$ cat src/sv/brvm_pkg.sv
`timescale 1ns / 1ps

package brvm_pkg;

   localparam int SAMPLE_W  = 16;
   localparam int SUM_W     = 43;
   localparam int TALLY_W   = 13;
   localparam int MAX_BLOCK = 4096;
   localparam int SCALED_W  = 49;
   localparam int QUOT_W    = 33;
   localparam int ROOT_W    = 17;
   localparam int VOLUME_W  = 17;

   localparam logic [VOLUME_W-1:0] FULL_SCALE = VOLUME_W'(65536);

   typedef struct packed {
      logic signed [SAMPLE_W-1:0] sample;
      logic                       last_in_block;
   } req_type;

   typedef struct packed {
      logic [VOLUME_W-1:0] volume;
      logic                saturated;
   } rsp_type;

   typedef struct packed {
      logic [SUM_W-1:0]   square_sum;
      logic [TALLY_W-1:0] sample_tally;
   } blk_type;

endpackage

$ cat src/sv/brvm_front.sv
`timescale 1ns / 1ps

module brvm_front import brvm_pkg::*; (
   input  logic    clock,
   input  logic    reset,
   input  logic    push,
   input  req_type req_item,
   input  logic    queue_full,
   output logic    blk_push,
   output blk_type blk_data
);

   logic [SUM_W-1:0]      square_sum_ff, square_sum_in;
   logic [TALLY_W-1:0]    sample_tally_ff, sample_tally_in;
   logic [SAMPLE_W-1:0]   mag;
   logic [2*SAMPLE_W-1:0] mag_sq;
   logic [SUM_W-1:0]      sum_next;
   logic [TALLY_W-1:0]    tally_next;
   logic                  accept;
   logic                  close;

   assign accept = push && !queue_full;

   // magnitude of the most negative sample still fits 16 unsigned bits
   assign mag = req_item.sample[SAMPLE_W-1] ? SAMPLE_W'(-req_item.sample)
                                            : SAMPLE_W'(req_item.sample);
   assign mag_sq     = mag * mag;
   assign sum_next   = square_sum_ff + SUM_W'(mag_sq);
   assign tally_next = sample_tally_ff + TALLY_W'(1);
   assign close      = req_item.last_in_block || (tally_next == TALLY_W'(MAX_BLOCK));

   assign blk_push            = accept && close;
   assign blk_data.square_sum   = sum_next;
   assign blk_data.sample_tally = tally_next;

   always_comb begin
      square_sum_in   = square_sum_ff;
      sample_tally_in = sample_tally_ff;
      if (accept) begin
         if (close) begin
            square_sum_in   = '0;
            sample_tally_in = '0;
         end else begin
            square_sum_in   = sum_next;
            sample_tally_in = tally_next;
         end
      end
   end

   always_ff @(posedge clock) begin
      if (reset) begin
         square_sum_ff   <= '0;
         sample_tally_ff <= '0;
      end else begin
         square_sum_ff   <= square_sum_in;
         sample_tally_ff <= sample_tally_in;
      end
   end

endmodule

$ cat src/sv/brvm_queue.sv
`timescale 1ns / 1ps

module brvm_queue import brvm_pkg::*; (
   input  logic    clock,
   input  logic    reset,
   input  logic    wr_en,
   input  blk_type wr_data,
   input  logic    rd_en,
   output blk_type rd_data,
   output logic    q_full,
   output logic    q_empty
);

   blk_type    entry_ff [2];
   logic       wr_ptr_ff, wr_ptr_in;
   logic       rd_ptr_ff, rd_ptr_in;
   logic [1:0] count_ff, count_in;

   assign q_full  = (count_ff == 2'd2);
   assign q_empty = (count_ff == 2'd0);
   assign rd_data = entry_ff[rd_ptr_ff];

   always_comb begin
      wr_ptr_in = wr_ptr_ff;
      rd_ptr_in = rd_ptr_ff;
      count_in  = count_ff;
      if (wr_en) begin
         wr_ptr_in = !wr_ptr_ff;
      end
      if (rd_en) begin
         rd_ptr_in = !rd_ptr_ff;
      end
      if (wr_en && !rd_en) begin
         count_in = count_ff + 2'd1;
      end else if (rd_en && !wr_en) begin
         count_in = count_ff - 2'd1;
      end
   end

   always_ff @(posedge clock) begin
      if (wr_en) begin
         entry_ff[wr_ptr_ff] <= wr_data;
      end
   end

   always_ff @(posedge clock) begin
      if (reset) begin
         wr_ptr_ff <= 1'b0;
         rd_ptr_ff <= 1'b0;
         count_ff  <= '0;
      end else begin
         wr_ptr_ff <= wr_ptr_in;
         rd_ptr_ff <= rd_ptr_in;
         count_ff  <= count_in;
      end
   end

endmodule

$ cat src/sv/brvm_back.sv
`timescale 1ns / 1ps

module brvm_back import brvm_pkg::*; (
   input  logic    clock,
   input  logic    reset,
   input  logic    q_empty,
   input  blk_type q_data,
   output logic    q_pop,
   output logic    empty,
   input  logic    pop,
   output rsp_type rsp_item
);

   localparam logic [2:0] ST_IDLE  = 3'd0;
   localparam logic [2:0] ST_CHECK = 3'd1;
   localparam logic [2:0] ST_DIV   = 3'd2;
   localparam logic [2:0] ST_SQRT  = 3'd3;
   localparam logic [2:0] ST_DONE  = 3'd4;

   localparam int DIV_CNT_W  = $clog2(QUOT_W);
   localparam int SQRT_CNT_W = $clog2(ROOT_W);
   localparam int REM_W      = TALLY_W + 1;
   localparam int SQ_IN_W    = 2 * ROOT_W;
   localparam int SQ_REM_W   = ROOT_W + 1;
   localparam int SQ_TRY_W   = ROOT_W + 3;

   logic [2:0]            state_ff, state_in;
   logic [SCALED_W-1:0]   scaled_ff, scaled_in;
   logic [TALLY_W-1:0]    n_ff, n_in;
   logic [QUOT_W-1:0]     dvd_ff, dvd_in;
   logic [TALLY_W-1:0]    drem_ff, drem_in;
   logic [DIV_CNT_W-1:0]  dcnt_ff, dcnt_in;
   logic [SQ_IN_W-1:0]    sq_x_ff, sq_x_in;
   logic [SQ_REM_W-1:0]   sq_rem_ff, sq_rem_in;
   logic [ROOT_W-1:0]     root_ff, root_in;
   logic [SQRT_CNT_W-1:0] scnt_ff, scnt_in;
   logic                  sat_ff, sat_in;
   logic                  out_valid_ff, out_valid_in;
   rsp_type               out_ff, out_in;

   logic [SCALED_W-1:0]   sum_ext;
   logic [SCALED_W-1:0]   scaled_calc;
   logic [SCALED_W-1:0]   limit;
   logic                  over;
   logic [REM_W-1:0]      div_try;
   logic                  div_bit;
   logic [TALLY_W-1:0]    drem_next;
   logic [QUOT_W-1:0]     dvd_next;
   logic [SQ_TRY_W-1:0]   sq_cur;
   logic [SQ_TRY_W-1:0]   sq_trial;
   logic                  sq_bit;
   logic [SQ_REM_W-1:0]   sq_rem_next;
   logic [ROOT_W-1:0]     root_next;
   logic                  out_load;

   // times 100 as 64 + 32 + 4
   assign sum_ext     = SCALED_W'(q_data.square_sum);
   assign scaled_calc = (sum_ext << 6) + (sum_ext << 5) + (sum_ext << 2);

   // level above full scale when 100*S > N * 2^32
   assign limit = SCALED_W'({n_ff, 32'd0});
   assign over  = scaled_ff > limit;

   // restoring divide, one quotient bit a cycle
   assign div_try   = {drem_ff, dvd_ff[QUOT_W-1]};
   assign div_bit   = div_try >= REM_W'(n_ff);
   assign drem_next = div_bit ? TALLY_W'(div_try - REM_W'(n_ff)) : TALLY_W'(div_try);
   assign dvd_next  = {dvd_ff[QUOT_W-2:0], div_bit};

   // digit-by-digit square root, two radicand bits a cycle
   assign sq_cur      = {sq_rem_ff, sq_x_ff[SQ_IN_W-1 -: 2]};
   assign sq_trial    = SQ_TRY_W'({root_ff, 2'b01});
   assign sq_bit      = sq_cur >= sq_trial;
   assign sq_rem_next = sq_bit ? SQ_REM_W'(sq_cur - sq_trial) : SQ_REM_W'(sq_cur);
   assign root_next   = {root_ff[ROOT_W-2:0], sq_bit};

   assign out_load = (state_ff == ST_DONE) && (!out_valid_ff || pop);
   assign q_pop    = (state_ff == ST_IDLE) && !q_empty;
   assign empty    = !out_valid_ff;
   assign rsp_item = out_ff;

   always_comb begin
      state_in  = state_ff;
      scaled_in = scaled_ff;
      n_in      = n_ff;
      dvd_in    = dvd_ff;
      drem_in   = drem_ff;
      dcnt_in   = dcnt_ff;
      sq_x_in   = sq_x_ff;
      sq_rem_in = sq_rem_ff;
      root_in   = root_ff;
      scnt_in   = scnt_ff;
      sat_in    = sat_ff;
      unique case (state_ff)
         ST_IDLE: begin
            if (!q_empty) begin
               scaled_in = scaled_calc;
               n_in      = q_data.sample_tally;
               state_in  = ST_CHECK;
            end
         end
         ST_CHECK: begin
            sat_in = over;
            if (over) begin
               state_in = ST_DONE;
            end else begin
               // quotient fits 33 bits here, so the upper bits seed the remainder
               dvd_in   = scaled_ff[QUOT_W-1:0];
               drem_in  = scaled_ff[QUOT_W+TALLY_W-1:QUOT_W];
               dcnt_in  = '0;
               state_in = ST_DIV;
            end
         end
         ST_DIV: begin
            dvd_in  = dvd_next;
            drem_in = drem_next;
            dcnt_in = dcnt_ff + DIV_CNT_W'(1);
            if (dcnt_ff == DIV_CNT_W'(QUOT_W - 1)) begin
               sq_x_in   = SQ_IN_W'(dvd_next);
               sq_rem_in = '0;
               root_in   = '0;
               scnt_in   = '0;
               state_in  = ST_SQRT;
            end
         end
         ST_SQRT: begin
            sq_x_in   = {sq_x_ff[SQ_IN_W-3:0], 2'b00};
            sq_rem_in = sq_rem_next;
            root_in   = root_next;
            scnt_in   = scnt_ff + SQRT_CNT_W'(1);
            if (scnt_ff == SQRT_CNT_W'(ROOT_W - 1)) begin
               state_in = ST_DONE;
            end
         end
         ST_DONE: begin
            if (out_load) begin
               state_in = ST_IDLE;
            end
         end
         default: begin
            state_in = ST_IDLE;
         end
      endcase
   end

   always_comb begin
      out_in       = out_ff;
      out_valid_in = out_valid_ff;
      if (out_load) begin
         out_in.volume    = sat_ff ? FULL_SCALE : VOLUME_W'(root_ff);
         out_in.saturated = sat_ff;
         out_valid_in     = 1'b1;
      end else if (pop) begin
         out_valid_in = 1'b0;
      end
   end

   always_ff @(posedge clock) begin
      scaled_ff <= scaled_in;
      n_ff      <= n_in;
      dvd_ff    <= dvd_in;
      drem_ff   <= drem_in;
      dcnt_ff   <= dcnt_in;
      sq_x_ff   <= sq_x_in;
      sq_rem_ff <= sq_rem_in;
      root_ff   <= root_in;
      scnt_ff   <= scnt_in;
      sat_ff    <= sat_in;
      out_ff    <= out_in;
   end

   always_ff @(posedge clock) begin
      if (reset) begin
         state_ff     <= ST_IDLE;
         out_valid_ff <= 1'b0;
      end else begin
         state_ff     <= state_in;
         out_valid_ff <= out_valid_in;
      end
   end

endmodule

$ cat src/sv/block_rms_volume_meter_top.sv
`timescale 1ns / 1ps

// Block RMS volume meter. Signed 16-bit samples are taken at one per cycle while full is
// low; each is squared and added to a running sum, and a block closes on a sample with
// last_in_block set or on its 4096th sample. A closed block's sum and count go into a
// two-entry queue, and a back-end unit turns each into one result: volume =
// floor(sqrt(100 * sum / count)) in unsigned Q1.16, or 65536 with saturated set when the
// level is above 1.0. The back end works on one block at a time: it scales the sum,
// checks for overrange, runs a bit-serial divide and a square root, and hands the
// result to the output register; a saturated block skips the divide and the root. full
// rises while two closed blocks wait in the queue, so blocks shorter than the back end's
// time per block, or a result left unpopped, hold off the sample stream. Reset clears the
// running sum and count and the queue, and marks the output empty.
module block_rms_volume_meter_top import brvm_pkg::*; (
   input  logic    clock,
   input  logic    reset,
   input  logic    push,
   output logic    full,
   input  req_type req_item,
   output logic    empty,
   input  logic    pop,
   output rsp_type rsp_item
);

   logic    blk_push;
   blk_type blk_data;
   logic    q_full;
   logic    q_empty;
   logic    q_pop;
   blk_type q_data;

   assign full = q_full;

   brvm_front u_front (
      .clock      (clock),
      .reset      (reset),
      .push       (push),
      .req_item   (req_item),
      .queue_full (q_full),
      .blk_push   (blk_push),
      .blk_data   (blk_data)
   );

   brvm_queue u_queue (
      .clock   (clock),
      .reset   (reset),
      .wr_en   (blk_push),
      .wr_data (blk_data),
      .rd_en   (q_pop),
      .rd_data (q_data),
      .q_full  (q_full),
      .q_empty (q_empty)
   );

   brvm_back u_back (
      .clock    (clock),
      .reset    (reset),
      .q_empty  (q_empty),
      .q_data   (q_data),
      .q_pop    (q_pop),
      .empty    (empty),
      .pop      (pop),
      .rsp_item (rsp_item)
   );

endmodule

$ cat config.mk
export PLATFORM = sky130hd
export DESIGN_NAME = block_rms_volume_meter_top
export DESIGN_NICKNAME = d
export VERILOG_FILES = /design/src/sv/brvm_pkg.sv /design/src/sv/brvm_front.sv /design/src/sv/brvm_queue.sv /design/src/sv/brvm_back.sv /design/src/sv/block_rms_volume_meter_top.sv
export SDC_FILE = /design/constraint.sdc
export NUM_CORES = 1
export LEC_CHECK = 0
export BUFFER_PORTS_ARGS = -buffer_cell sky130_fd_sc_hd__buf_2
export CAP_MARGIN = 5
export CORE_ASPECT_RATIO = 0.7
export CORE_MARGIN = 3
export CORE_UTILIZATION = 52
export CTS_CLUSTER_SIZE = 12
export DETAILED_ROUTE_END_ITERATION = 8
export GPL_ROUTABILITY_DRIVEN = 0
export PLACE_DENSITY = 0.65
export SLEW_MARGIN = 20
export SYNTH_ARGS = -nofsm -noshare
export SYNTH_HDL_FRONTEND = slang
export SYNTH_SLANG_ARGS = --single-unit
$ cat constraint.sdc
create_clock -name clock -period 14.8 [get_ports clock]
set_input_delay 4.44 -clock clock [delete_from_list [all_inputs] [get_ports clock]]
set_output_delay 4.44 -clock clock [all_outputs]
set_load 0.1 [all_outputs]
Word level (Yosys, flattened, before mapping)

Memories as Yosys holds them, arrays and structs flattened. A register that Yosys moved wholly into a read port is not among the register bits.
Index checks and enable logic that the tools add are counted.

Register bits after elaboration: 271
RAM bits: 112
Input port bits: 21
Output and inout bits: 20
Word-level logic and storage cells: 107
Memories kept: 1

Memory list:

| name             | depth | bits a word | read ports | clocked after memory_dff | write ports | RTL line         | RTL |
|---|---|---|---|---|---|---|---|
| u_queue.entry_ff | 2     | 56          | 1          | 1                        | 1           | brvm_queue.sv:14 | `blk_type entry_ff [2];` |

Add/subtract/negate cells: 11
Multiply operators: 1
Magnitude comparators: 3
Equal/unequal tests: 13
Muxes and demuxes: 33
Bitwise gates (word level): 1
Reduce and logical (&&, ||, !) cells: 25

Operator list:

| operator              | number |
|---|---|
| $pmux 34 s2           | 1 |
| $pmux 33 s2           | 1 |
| $add 49x45->49        | 1 |
| $add 49x48->49        | 1 |
| $gt 49x45->1          | 1 |
| $add 43x32->43        | 1 |
| $mux 43               | 1 |
| $mux 13               | 3 |
| $mux 18               | 2 |
| $pmux 18 s2           | 1 |
| $mux 34               | 1 |
| $pmux 17 s2           | 1 |
| $mux 33               | 1 |
| $mul 16x16->32        | 1 |
| $pmux 13 s2           | 1 |
| $ge 20x19->1          | 1 |
| $sub 18x18->18        | 1 |
| $mux 17               | 1 |
| $mux 16               | 1 |
| $neg 16->16           | 1 |
| $mux 3                | 5 |
| $pmux 3 s5            | 1 |
| $ge 14x13->1          | 1 |
| $add 13x1->13 const B | 1 |
| other kinds (29)      | 56 |

Depth between registers and ports, before layout

Depth after elaboration: 8
Depth in mapped cells: 31
Depth with buffers taken out: 30

Cells and area by module

Synthesis repeated with hierarchy kept, for this count alone.

Cell total of the unflattened synthesis: 2838
Area, all modules: 28593.7 um^2

Modules (own cells, without submodules):

| module     | times used | cells each | area each (um^2) | seq. area each (um^2) |
|---|---|---|---|---|
| brvm_back  | 1          | 1262       | 12992.5          | 6236.0 |
| brvm_front | 1          | 1380       | 11342.1          | 1121.1 |
| brvm_queue | 1          | 196        | 4259.1           | 3463.3 |

Worst setup path before layout

Ideal clock, no wire load.

Kind: input -> register
Start: input req_item[1] (netlist bit)
End: register u_front.square_sum_ff[35]
Setup time: 79 ps
Data arrival time: 12176 ps
Required time: 14721 ps
Path slack: 2545 ps
Stages: 30
Path buffers: 1
Path through: clkbuf_1 > clkinv_1 > ha_1 > nand2_1 > o31ai_1 > xnor2_1 > clkinv_1 > nor2_1 > inv_1 > fa_1 > inv_1 > fa_1 > inv_1 > fa_1 > inv_1 > fa_1 > fa_1 > inv_1 > fa_1 > inv_1 > ha_1 > nand2_1 > o21ai_0 > o31ai_1 > a21oi_1 > nor3_1 > a211oi_1 > o22ai_1 > or4b_2 > o211ai_1

Word-level cells in the longest chain between the ends: 5

RTL lines:

| item                 | RTL line                         | RTL |
|---|---|---|
| from (decl)          | block_rms_volume_meter_top.sv:19 | `input req_type req_item,` |
| $neg 16->16          | brvm_front.sv:25                 | `assign mag = req_item.sample[SAMPLE_W-1] ? SAMPLE_W'(-req_item.sample)` |
| $mux 16 (*)          | brvm_front.sv:25                 |  |
| $mul 16x16->32 (*)   | brvm_front.sv:27                 | `assign mag_sq = mag * mag;` |
| $add 43x32->43 (*)   | brvm_front.sv:28                 | `assign sum_next = square_sum_ff + SUM_W'(mag_sq);` |
| $mux 43 (*)          | brvm_front.sv:40                 | `if (close) begin` |
| to (signal assigned) | brvm_front.sv:55                 | `square_sum_ff <= square_sum_in;` |
| to (decl)            | brvm_front.sv:13                 | `logic [SUM_W-1:0] square_sum_ff, square_sum_in;` |

Mark *: on every way between the ends. The rest lies on a longest branch, timed or not.
A chain may end at the register's enable or synchronous reset.

Worst setup path after layout

Start: input req_item[1] (netlist bit)
End: register u_front.square_sum_ff[37]

Same word-level chain as after synthesis.

==> summary.md <==
| Metric | Value |
|---|---|
| Result of the run | `finished clean` |
| Cts-stage hold buffer count | `0` |
| Mean number of vias per cell | `5.60` |
| Post-Route Skew | `0.0303 ns` |
| TritonCTS clock tree | `yes` |
| Cell at the slowest stage of the critical path | `sky130_fd_sc_hd__xnor2_1` |
| Vertical extent of the die | `201 microns` |
| Fmax | `74.5 MHz` |
| Starting density of the core | `0.534` |
| Length of the first detailed-routing pass in iterations | `7` |
| Area Overhead vs Synth | `7.86%` |
| Unrepaired setup endpoints after global routing | `false` |
| R2r worst-path depth | `18` |
| Post-detailed-routing wire length | `62.9 mm` |
| Number of synthesis warnings | `0` |
| Count of flip-flops with a built-in enable after synthesis | `317` |
| Synthesized flop and latch total | `382` |
| Skew-Pair Late Insertion Delay | `0.55 ns` |
| Slew at the pin with the worst max-slew slack | `1.15 ns` |
| Post-cts resize count | `0` |
| Number of unique standard cell types used by synthesis | `81` |
| Clk buf depth | `3` |
| Met1 Usage GRT | `0.350` |
| Worst Setup Path Type | `input pin to flop` |
| Ports | `41` |
| Delay of the slowest cell on the worst path | `0.86 ns` |
| Sort of element at the end of the critical path | `flop` |
| Gr usage total | `0.223` |
| Tmin final | `13.43 ns` |
| Global-route wire length before repair | `105 mm` |
| Vias | `19800` |
| Synth async-reset ratio | `0` |
| Die X | `285 microns` |
| Die Outline Area | `57400 sq um` |
| Final Max Slew Viols | `0` |
| Number of DRC violations after detailed-routing iteration 0 | `1609` |
| Post-detailed-placement cell area | `29400 sq um` |
| Clock root buffer | `sky130_fd_sc_hd__clkbuf_16` |
| Critical Path Start Type | `input pin` |
| Share of cells above drive strength 1 | `0.0778` |
| Normalized max-slew margin | `0.232` |
| Post-route ant nets | `0` |
| Number of buffers inserted by post-CTS setup repair | `0` |
| Routing layer with the top usage in global route | `met1` |
| Row count | `70` |
| Reported max-cap violation count | `0` |
| Final Net Count | `3250` |
| Antenna diodes | `0` |
| Remaining Overflow, GRT | `0` |
| Total Negative Setup Slacks | `0 ns` |
| Arrival time at the worst endpoint | `13.89 ns` |
| Number of buffers created by CTS | `40` |
| Post-Synthesis Cell Area | `28300 sq um` |
| Final worst-path cycle share | `0.907` |
| Reg clk slew, reported paths | `0.06 ns` |
| Kind of path behind the tightest hold check | `flop to flop` |
| Total of endpoints with negative setup slack in the final report | `0` |
| Most frequently used flop master after synthesis | `sky130_fd_sc_hd__edfxtp_1` |
| Half-perimeter wire length of the detailed placement result | `49.0 mm` |
| Mean instance size in the synthesized netlist | `10.3 sq um` |
| Number of failing hold endpoints at the final stage | `0` |
| Clock sink count | `382` |
| Placeable Area | `53100 sq um` |
| Maximum number of pins on one net before global-route repair | `62` |
| Average detailed-routed wire length per instance | `17.8 microns` |
| Count of buffers inserted at the top-level ports | `40` |
| Number of remaining DRC errors | `0` |
| Post-route cell area | `30600 sq um` |
| Vias in the first global route | `20100` |
| Met2 layer usage reported by global route | `0.328` |
| H-tree depth reported by CTS | `2` |
| Hold-critical path depth | `2` |
| Largest fanout of any net on the critical path | `11` |
| Instance count of the mapped netlist | `2761` |
| Antenna violations before repair | `1` |
| Met3 track demand over resource in global routing | `0.0456` |
| Data required, critical path | `15.26 ns` |
| Register area share after synthesis | `0.382` |
==> cells in the mapped netlist, drive strengths merged (12+ instances only) <==
library cell  instances  area, sq um
nor2b                19          119
edfxtp              317         9520
xor2                 56          498
xnor2                81          709
a31oi                24          150
fa                  236         4720
a21o                 50          375
mux2i                17          170
o211ai               15          118
o21ai                77          389
a22o                 15          131
nand3                76          385
and3                 17          106
buf                  12         56.3
nor2                197          747
nor4                 13         81.3
o21a                 14          105
dfxtp                65         1300
ha                  204         2550
nand2               360         1350
mux2                 56          631
nor3                 28          140
clkbuf               79          298
nand4                24          150
inv                 414         1550
nand2b               16          100
a21oi               122          614
o31ai                12          118
a211oi               20          150
==> path summary, 6_finish.rpt <==
| path | startpoint | end | slack, ns |
|---|---|---|---|
| worst max register to register | u_front.square_sum_ff[3] | u_front.square_sum_ff[37] | 8.97 |
| worst min register to register | u_front.square_sum_ff[14] | u_front.square_sum_ff[14] | 0.46 |
| worst min-delay path | u_front.square_sum_ff[14] | u_front.square_sum_ff[14] | 0.46 |
| worst max-delay path | req_item[1] | u_front.square_sum_ff[37] | 1.37 |
==> worst max-delay path, delay by kind of cell <==
family | cells | cell delay (ns)
AOI/OAI and AO/OA | 7 | 1.66
xor gates and xnor gates | 1 | 0.86
adders and majority gates | 8 | 3.84
buffers and inverters | 9 | 1.57
and+or+nand+nor | 5 | 1.51
==> sequential cells by signal (all words and copies together), names as in the netlist, named ones only <==
signal,cells
u_queue.count_ff,2
u_back.out_valid_ff,1
u_back.root_ff,17
u_back.sq_rem_ff,18
u_back.dvd_ff,33
u_front.sample_tally_ff,13
u_back.drem_ff,13
u_back.dcnt_ff,6
u_queue.rd_ptr_ff,1
u_back.sat_ff,1
u_back.scaled_ff,47
u_front.square_sum_ff,43
u_queue.wr_ptr_ff,1
u_queue.entry_ff,112
u_back.scnt_ff,5
u_back.state_ff,3
u_back.n_ff,13
u_back.sq_x_ff,34
u_back.rsp_item,18
==> routing by layer <==
metal,vias to the layer above,wire (microns)
met5,-,0
met1,9847,30700
met3,49,5030
met2,575,26500
met4,0,589
li1,9346,-
==> cell families (layout without fill, tap and decap cells) <==
| kind of cell | after synthesis | after routing | synth area share |
|---|---|---|---|
| simple gates | 802 | 802 | 0.126 |
| buf+inv | 510 | 556 | 0.0680 |
| fa+ha+maj | 440 | 440 | 0.257 |
| compound gates | 415 | 415 | 0.0963 |
| flops | 382 | 382 | 0.382 |
| xor+xnor | 137 | 137 | 0.0426 |
| mux | 73 | 73 | 0.0283 |
| other cells | 2 | 11 | 0.000265 |
==> metrics by stage <==
| stage | std cells | setup slack (ns) | utilization | hold WS, ns |
|---|---|---|---|---|
| after floorplan | 2770 | 2.54 | - | 0.424 |
| final | 3536 | 1.37 | 0.576 | 0.461 |
| after detailed placement | 3467 | 1.11 | 0.553 | 0.452 |
| after CTS | 3536 | 1.65 | 0.576 | 0.459 |
| after global routing | 3536 | 0.898 | 0.576 | 0.487 |
| after global placement | 3467 | 1.38 | 0.553 | 0.442 |
==> layout make-up <==
cell class,count,area (sq um)
sequential,382,10800
fill,4566,22500
timing repair buffer,68,410
tap,720,901
clock buffer,58,1110
multi-input combinational,1878,15700
inverter,419,1570
clock inverter,11,86.3
==> layout by cell type, fill, tap and decap left out, types with 56 or more instances in the layout <==
| master | instances |
|---|---|
| sky130_fd_sc_hd__dfxtp_1 | 64 |
| sky130_fd_sc_hd__a21oi_1 | 120 |
| sky130_fd_sc_hd__ha_1 | 204 |
| sky130_fd_sc_hd__o21ai_0 | 73 |
| sky130_fd_sc_hd__mux2_2 | 56 |
| sky130_fd_sc_hd__nand3_1 | 75 |
| sky130_fd_sc_hd__nor2_1 | 195 |
| sky130_fd_sc_hd__edfxtp_1 | 317 |
| sky130_fd_sc_hd__inv_1 | 411 |
| sky130_fd_sc_hd__nand2_1 | 358 |
| sky130_fd_sc_hd__xnor2_1 | 81 |
| sky130_fd_sc_hd__fa_1 | 236 |
Power is left out: the tool's default activity adds up to more than one toggle a clock period on the data nets, which glitch-free logic cannot reach.
